===== src/spq_pkg.sv =====
package spq_pkg;

   localparam int QUEUE_DEPTH = 16;
   localparam int CNT_W       = $clog2(QUEUE_DEPTH + 1);
   localparam int DATA_W      = 32;
   localparam int REQ_W       = 2;
   localparam int STATUS_W    = 2;
   localparam int TOTAL_W     = 5;

   typedef enum logic [REQ_W-1:0] {
      REQ_ENQUEUE = 2'd0,
      REQ_DEQUEUE = 2'd1,
      REQ_STATUS  = 2'd2
   } req_code_type;

   typedef enum logic [STATUS_W-1:0] {
      ST_OK    = 2'd0,
      ST_EMPTY = 2'd1,
      ST_FULL  = 2'd2
   } status_code_type;

   typedef struct packed {
      logic signed [DATA_W-1:0] value;
      logic signed [DATA_W-1:0] prio;
   } entry_type;

   // Per-cell control, driven by the top level each cycle.
   typedef struct packed {
      logic enq;         // insert transfer in progress, queue not full
      logic deq;         // remove transfer in progress, queue not empty
      logic valid;       // cell holds a live entry
      logic keep_above;  // neighbour above keeps its entry on insert
   } cell_ctl_type;

endpackage


===== src/spq_req_if.sv =====
interface spq_req_if;
   logic                                    valid;
   logic                                    ready;
   logic [spq_pkg::REQ_W-1:0]               req_type;
   logic signed [spq_pkg::DATA_W-1:0]       item_value;
   logic signed [spq_pkg::DATA_W-1:0]       item_priority;

   modport source (output valid, output req_type, output item_value,
                   output item_priority, input ready);
   modport sink   (input valid, input req_type, input item_value,
                   input item_priority, output ready);
endinterface


===== src/spq_rsp_if.sv =====
interface spq_rsp_if;
   logic                                    valid;
   logic                                    ready;
   logic [spq_pkg::STATUS_W-1:0]            status;
   logic signed [spq_pkg::DATA_W-1:0]       removed_value;
   logic signed [spq_pkg::DATA_W-1:0]       top_value;
   logic signed [spq_pkg::DATA_W-1:0]       top_priority;
   logic [spq_pkg::TOTAL_W-1:0]             entry_total;

   modport source (output valid, output status, output removed_value,
                   output top_value, output top_priority, output entry_total,
                   input ready);
   modport sink   (input valid, input status, input removed_value,
                   input top_value, input top_priority, input entry_total,
                   output ready);
endinterface


===== src/spq_cell.sv =====
// One slot of the sorted row; slot 0 is the top of the queue.
module spq_cell (
   input  logic                  clock,
   input  spq_pkg::cell_ctl_type ctl,
   input  spq_pkg::entry_type    new_entry,
   input  spq_pkg::entry_type    above_entry,
   input  spq_pkg::entry_type    below_entry,
   output spq_pkg::entry_type    entry,
   output logic                  keep
);

   spq_pkg::entry_type entry_ff;
   spq_pkg::entry_type entry_in;

   // Keep on insert when live and not strictly below the new priority.
   assign keep = ctl.valid && !(entry_ff.prio < new_entry.prio);

   always_comb begin
      entry_in = entry_ff;
      if (ctl.enq) begin
         if (!keep) begin
            entry_in = ctl.keep_above ? new_entry : above_entry;
         end
      end else if (ctl.deq) begin
         entry_in = below_entry;
      end
   end

   always_ff @(posedge clock) begin
      entry_ff <= entry_in;
   end

   assign entry = entry_ff;

endmodule


===== src/sorted_priority_queue.sv =====
// Each result is registered from its request transfer.
// Throughput: one request per cycle while the result side takes each result.
// Every cell compares against the new priority and shifts in the same cycle.
// Reset: clears the entry count and the result valid; slot contents stay
// unreset, as only live slots are ever reported.
module sorted_priority_queue (
   input logic        clock,
   input logic        reset,
   spq_req_if.sink    req_chan,
   spq_rsp_if.source  rsp_chan
);

   localparam int DEPTH = spq_pkg::QUEUE_DEPTH;
   localparam int CW    = spq_pkg::CNT_W;

   // Entry count
   logic [CW-1:0] count_ff;
   logic [CW-1:0] count_in;

   // Result register
   logic                                  rsp_valid_ff;
   logic                                  rsp_valid_in;
   logic [spq_pkg::STATUS_W-1:0]          status_ff;
   logic [spq_pkg::STATUS_W-1:0]          status_in;
   logic signed [spq_pkg::DATA_W-1:0]     removed_ff;
   logic signed [spq_pkg::DATA_W-1:0]     removed_in;
   spq_pkg::entry_type                    top_ff;
   spq_pkg::entry_type                    top_in;
   logic [spq_pkg::TOTAL_W-1:0]           total_ff;
   logic [spq_pkg::TOTAL_W-1:0]           total_in;

   logic                  accept;
   logic                  full;
   logic                  empty;
   logic                  is_enq;
   logic                  is_deq;
   logic                  enq_ok;
   logic                  deq_ok;
   spq_pkg::entry_type    new_entry;

   // Row of cells, padded with a blank entry at each end.
   spq_pkg::entry_type    row_entry [DEPTH+2];
   logic                  row_keep  [DEPTH+1];

   // Accept a request whenever the result register is free or drains now.
   assign req_chan.ready = !rsp_valid_ff || rsp_chan.ready;
   assign accept         = req_chan.valid && req_chan.ready;

   assign full  = (count_ff == CW'(DEPTH));
   assign empty = (count_ff == '0);

   always_comb begin
      is_enq = 1'b0;
      is_deq = 1'b0;
      unique case (spq_pkg::req_code_type'(req_chan.req_type))
         spq_pkg::REQ_ENQUEUE: is_enq = 1'b1;
         spq_pkg::REQ_DEQUEUE: is_deq = 1'b1;
         default:              ;  // status only, unused code likewise
      endcase
   end

   assign enq_ok = accept && is_enq && !full;
   assign deq_ok = accept && is_deq && !empty;

   assign new_entry.value = req_chan.item_value;
   assign new_entry.prio  = req_chan.item_priority;

   assign row_entry[0]       = '0;
   assign row_entry[DEPTH+1] = '0;
   assign row_keep[0]        = 1'b1;

   for (genvar k = 0; k < DEPTH; k++) begin : g_cell
      spq_pkg::cell_ctl_type ctl;

      always_comb begin
         ctl.enq        = enq_ok;
         ctl.deq        = deq_ok;
         ctl.valid      = (CW'(k) < count_ff);
         ctl.keep_above = row_keep[k];
      end

      spq_cell u_cell (
         .clock       (clock),
         .ctl         (ctl),
         .new_entry   (new_entry),
         .above_entry (row_entry[k]),
         .below_entry (row_entry[k+2]),
         .entry       (row_entry[k+1]),
         .keep        (row_keep[k+1])
      );
   end

   // Count: advance on insert, drop on removal, hold otherwise.
   always_comb begin
      count_in = count_ff;
      if (enq_ok) begin
         count_in = count_ff + CW'(1);
      end else if (deq_ok) begin
         count_in = count_ff - CW'(1);
      end
   end

   // Result: work out the post-step top from the cells as they stand now.
   always_comb begin
      status_in  = spq_pkg::ST_OK;
      removed_in = '0;
      top_in     = '0;
      total_in   = spq_pkg::TOTAL_W'(count_in);

      if (accept && is_enq && full) begin
         status_in = spq_pkg::ST_FULL;
      end else if (accept && is_deq && empty) begin
         status_in = spq_pkg::ST_EMPTY;
      end

      if (enq_ok) begin
         // New entry lands on top when the current top does not keep its slot.
         top_in = row_keep[1] ? row_entry[1] : new_entry;
      end else if (deq_ok) begin
         removed_in = row_entry[1].value;
         if (count_ff > CW'(1)) begin
            top_in = row_entry[2];
         end
      end else if (!empty) begin
         top_in = row_entry[1];
      end
   end

   always_comb begin
      rsp_valid_in = rsp_valid_ff;
      if (accept) begin
         rsp_valid_in = 1'b1;
      end else if (rsp_chan.ready) begin
         rsp_valid_in = 1'b0;
      end
   end

   always_ff @(posedge clock) begin
      if (reset) begin
         count_ff     <= '0;
         rsp_valid_ff <= 1'b0;
      end else begin
         count_ff     <= count_in;
         rsp_valid_ff <= rsp_valid_in;
      end
   end

   // Load the result payload only on a request transfer.
   always_ff @(posedge clock) begin
      if (accept) begin
         status_ff  <= status_in;
         removed_ff <= removed_in;
         top_ff     <= top_in;
         total_ff   <= total_in;
      end
   end

   assign rsp_chan.valid         = rsp_valid_ff;
   assign rsp_chan.status        = status_ff;
   assign rsp_chan.removed_value = removed_ff;
   assign rsp_chan.top_value     = top_ff.value;
   assign rsp_chan.top_priority  = top_ff.prio;
   assign rsp_chan.entry_total   = total_ff;

endmodule


===== src/flat_wrapper.sv =====
// flat-port wrapper written by rule: the top's interface ports become plain ports
module sorted_priority_queue_flat 
  (clock, reset, req_chan_valid, req_chan_req_type, req_chan_item_value, req_chan_item_priority, req_chan_ready, rsp_chan_valid, rsp_chan_status, rsp_chan_removed_value, rsp_chan_top_value, rsp_chan_top_priority, rsp_chan_entry_total, rsp_chan_ready);
  spq_req_if req_chan_i ();
  spq_rsp_if rsp_chan_i ();
  input logic clock;
  input logic reset;
  input wire logic [$bits(req_chan_i.valid)-1:0] req_chan_valid;
  input wire logic [$bits(req_chan_i.req_type)-1:0] req_chan_req_type;
  input wire logic [$bits(req_chan_i.item_value)-1:0] req_chan_item_value;
  input wire logic [$bits(req_chan_i.item_priority)-1:0] req_chan_item_priority;
  output wire logic [$bits(req_chan_i.ready)-1:0] req_chan_ready;
  output wire logic [$bits(rsp_chan_i.valid)-1:0] rsp_chan_valid;
  output wire logic [$bits(rsp_chan_i.status)-1:0] rsp_chan_status;
  output wire logic [$bits(rsp_chan_i.removed_value)-1:0] rsp_chan_removed_value;
  output wire logic [$bits(rsp_chan_i.top_value)-1:0] rsp_chan_top_value;
  output wire logic [$bits(rsp_chan_i.top_priority)-1:0] rsp_chan_top_priority;
  output wire logic [$bits(rsp_chan_i.entry_total)-1:0] rsp_chan_entry_total;
  input wire logic [$bits(rsp_chan_i.ready)-1:0] rsp_chan_ready;
  assign req_chan_i.valid = req_chan_valid;
  assign req_chan_i.req_type = req_chan_req_type;
  assign req_chan_i.item_value = req_chan_item_value;
  assign req_chan_i.item_priority = req_chan_item_priority;
  assign req_chan_ready = req_chan_i.ready;
  assign rsp_chan_valid = rsp_chan_i.valid;
  assign rsp_chan_status = rsp_chan_i.status;
  assign rsp_chan_removed_value = rsp_chan_i.removed_value;
  assign rsp_chan_top_value = rsp_chan_i.top_value;
  assign rsp_chan_top_priority = rsp_chan_i.top_priority;
  assign rsp_chan_entry_total = rsp_chan_i.entry_total;
  assign rsp_chan_i.ready = rsp_chan_ready;
  sorted_priority_queue u_core (.clock(clock), .reset(reset), .req_chan(req_chan_i), .rsp_chan(rsp_chan_i));
endmodule

===== config.mk =====
export PLATFORM = sky130hd
export DESIGN_NAME = sorted_priority_queue_flat
export DESIGN_NICKNAME = d
export VERILOG_FILES = /design/src/spq_pkg.sv /design/src/spq_req_if.sv /design/src/spq_rsp_if.sv /design/src/spq_cell.sv /design/src/sorted_priority_queue.sv /design/src/flat_wrapper.sv
export SDC_FILE = /design/constraint.sdc
export NUM_CORES = 2
export LEC_CHECK = 0
export BUFFER_PORTS_ARGS = -buffer_cell sky130_fd_sc_hd__buf_4
export CORE_ASPECT_RATIO = 1.75
export CORE_MARGIN = 8
export CORE_UTILIZATION = 65
export CTS_CLUSTER_SIZE = 28
export DETAILED_ROUTE_END_ITERATION = 16
export GPL_ROUTABILITY_DRIVEN = 0
export PLACE_DENSITY = 0.89
export SLEW_MARGIN = 20
export SYNTH_ARGS = -nofsm -noshare
export SYNTH_HDL_FRONTEND = slang
export SYNTH_SLANG_ARGS = --single-unit

===== constraint.sdc =====
create_clock -name clock -period 27.6 [get_ports clock]
set_input_delay 5.52 -clock clock [delete_from_list [all_inputs] [get_ports clock]]
set_output_delay 5.52 -clock clock [all_outputs]
set_load 0.05 [all_outputs]

==> impl_metrics.ini <==
[timing]
period_share_pct = 41.98
worst_pin_slew_ns = 1.219
drv_slew = 0
tns_ns = 0
hold_viol = 0
finalSetupViolations = 0
min_period_ns = 11.59
skew_ns = 0.02126
max_slew_margin_pct = 18.74
rsz0062_at_grt = no
hold_slack_ns = 0.5407
max_freq_ghz = 0.08631

[detailed_routing]
totalWireLength_mm = 233.1
viasPerCell = 7.692
ant_nets = 0
drtIter0Drc = 10104
dr.pass1.iters = 12
drc = 0
num_vias = 58833
routedWlPerCell_um = 30.48

[synth]
seq_area_frac_synth_pct = 50.89
synth_enable_flop_cells = 1127
synth_cells = 6407
yosys.cell_types.count = 61
yosysWarnings = 0
ys.flop_type = edfxtp_1
yosys.area.top_type_share_pct = 50.71
ys_async_sr_fraction_pct = 0
synth.avg_cell_area_um2 = 10.42
syn_area_um2 = 66730
synth_area_leaders = edfxtp_1 (51%), ha_1 (9.4%), o211ai_1 (7.3%)
ys_seq_elements = 1133
synth_fp_nets = 6976
synth_top_area_cell = edfxtp_1

[global_routing]
grt_max_degree = 263
antenna_found_initial = 18
grt_pass1_vias = 57986
grt_pass1_wl_mm = 344.7
grtUsageTotal_pct = 39.59
overflow = 0

[critical_path]
critical_path_class = in2out
slowest_stage = buf_4
crit_fanout = 3
critPathLaunchType = primary input
path_common_cell = buf_4
crit_path_end_kind = output port
cp.required_ns = 22.08
cp_data_arrival_time_ns = 6.07
startpoint = rsp_chan_ready
cp_slowest_stage_delay_ns = 0.20
crit_chain = buf_4, nand2b_1, buf_4
r2r-start = u_core.rsp_chan.valid$_SDFFE_PP0P_

[placement]
placed_cell_area_um2 = 68530
io_buffers = 174
hpwl_mm = 140.7

[power_and_ir_drop]
seqPwrFrac_pct = 49.2
ir_drop_uv = 67.20
clockPowerShare_pct = 36.5
leakage_nw = 26.91
powerDensity_nw_per_um2 = 58.25
sw_frac_of_total_pct = 28.52
p_comb_share_pct = 14.2
netSwitchingPower_w = 0.001197
power.internal_w = 0.003000

[floorplan]
num_rows = 155
die_h_um = 439.9
die_w_um = 258.2
core_area_um2 = 101800
die_area_um2 = 113600
start_util_pct = 65.54
io_pins = 175

[final_layout]
area.growth.synth_to_final_pct = 7.980
final_common_cell = edfxtp_1
final_cell_mix = edfxtp_1 (1127), nand2_1 (1120), nand3_1 (656), o211ai_1 (653), ha_1 (499)
drive_above_1_share_pct = 8.344
nets = 6775
stdcell_area_um2 = 72060

[clock_tree]
clock_latency_ns = 0.77
clockRootBuffer = clkbuf_16
cts_made_buffers = 101
hold_buffers = 0
clk_path_buf_depth = 3
clk_pin_slew_ns = 0.07
cts_htree_levels = 3
clock_sinks = 1133
cts_resized = 0
post_cts_buffers = 0
cts_tree = done

[status]
status = finished, final reports clean

[hold_path]
hold_class = reg2reg
hp-start = u_core.rsp_chan.valid$_SDFFE_PP0P_

[job]
maxCapViolCount = 0
[per-stage QoR]
step	util, %	power (W)	instances	setup WS [ns]
after floorplan	-	0.002451	6407	13.93
after global placement	67.31	0.002628	7435	16.00
after detailed placement	67.31	0.002656	7435	16.00
after CTS	70.67	0.004142	7624	16.00
after global routing	70.73	0.004273	7634	15.98
final	70.77	0.004197	7649	16.01
[cell families (layout without fill, tap and decap cells)]
| logic type | Yosys count | count (layout) | synth area share [%] |
|---|---|---|---|
| other | 0 | 23 | 0 |
| AO/OA/AOI/OAI | 1655 | 1655 | 17.03 |
| multiplexers | 286 | 286 | 4.309 |
| XOR/XNOR | 2 | 2 | 0.02625 |
| AND/OR/NAND/NOR | 2225 | 2225 | 14.77 |
| adder cells (fa/ha/maj) | 499 | 499 | 9.356 |
| buffers and inverters | 607 | 492 | 3.609 |
| flip-flops | 1133 | 1133 | 50.89 |
[power groups by stage]
stage,Clock [W],Sequential (W),Combinational (W)
global route,0.00158,0.00207,0.000627
finish,0.00153,0.00207,0.000597
global placement,0,0.00209,0.000534
floorplan,0,0.00212,0.000332
CTS,0.00152,0.00206,0.000566
detailed placement,0,0.00210,0.000560
[path summary, 6_finish.rpt]
kind	slack, ns	endpoint	cells past startpoint
setup / recovery	16.01	req_chan_ready	3
hold / removal	0.54	u_core.rsp_chan.valid$_SDFFE_PP0P_	2
setup reg to reg	21.77	u_core.g_cell[7].u_cell.entry[5]$_DFFE_PP_	9
hold reg to reg	0.54	u_core.rsp_chan.valid$_SDFFE_PP0P_	2
[Yosys cell counts (all sizes together), types with 44 or more instances]
| master | count |
|---|---|
| nand2 | 1133 |
| mux2i | 286 |
| a211o | 44 |
| a21oi | 237 |
| nand3 | 656 |
| clkbuf | 478 |
| o211ai | 653 |
| o221a | 65 |
| nand4 | 57 |
| edfxtp | 1127 |
| ha | 499 |
| o22ai | 96 |
| nor2 | 179 |
| buf | 81 |
| inv | 48 |
| a21o | 105 |
| nor2b | 64 |
| o21ai | 323 |
[state kept, by name (all words and copies together), names as in the netlist]
name and count:
u_core.rsp_chan.status 2, u_core.rsp_chan.top_priority 32, u_core.rsp_chan.removed_value 32, u_core.rsp_chan.entry_total 5, u_core.rsp_chan.top_value 32, u_core.g_cell.u_cell.entry 1024, u_core.count_ff 5, u_core.rsp_chan.valid 1
[layer usage]
layer | up-vias | global-route usage [%] | routed length (um)
li1 | 24102 | - | -
met1 | 27333 | 43.78 | 71030
met2 | 5714 | 60.41 | 103300
met3 | 1678 | 11.93 | 32640
met4 | 6 | 37.57 | 26150
met5 | - | 0 | 40
[area by class of cell]
cell class	count	area [um2]
Timing Repair Buffer	255	2043
Fill cell	6684	29760
Sequential cell	1133	33960
Inverter	48	182.7
Multi-Input combinational cell	4667	30720
Tap cell	1334	1669
Clock inverter	68	789.5
Antenna cell	23	57.56
Clock buffer	121	2633
[worst max-delay path: cells and delay by family]
family / cells / cell delay [ns]
and+or+nand+nor: 1 / 0.18
buffers and inverters: 2 / 0.36
Power figures use the tool's default switching activity.
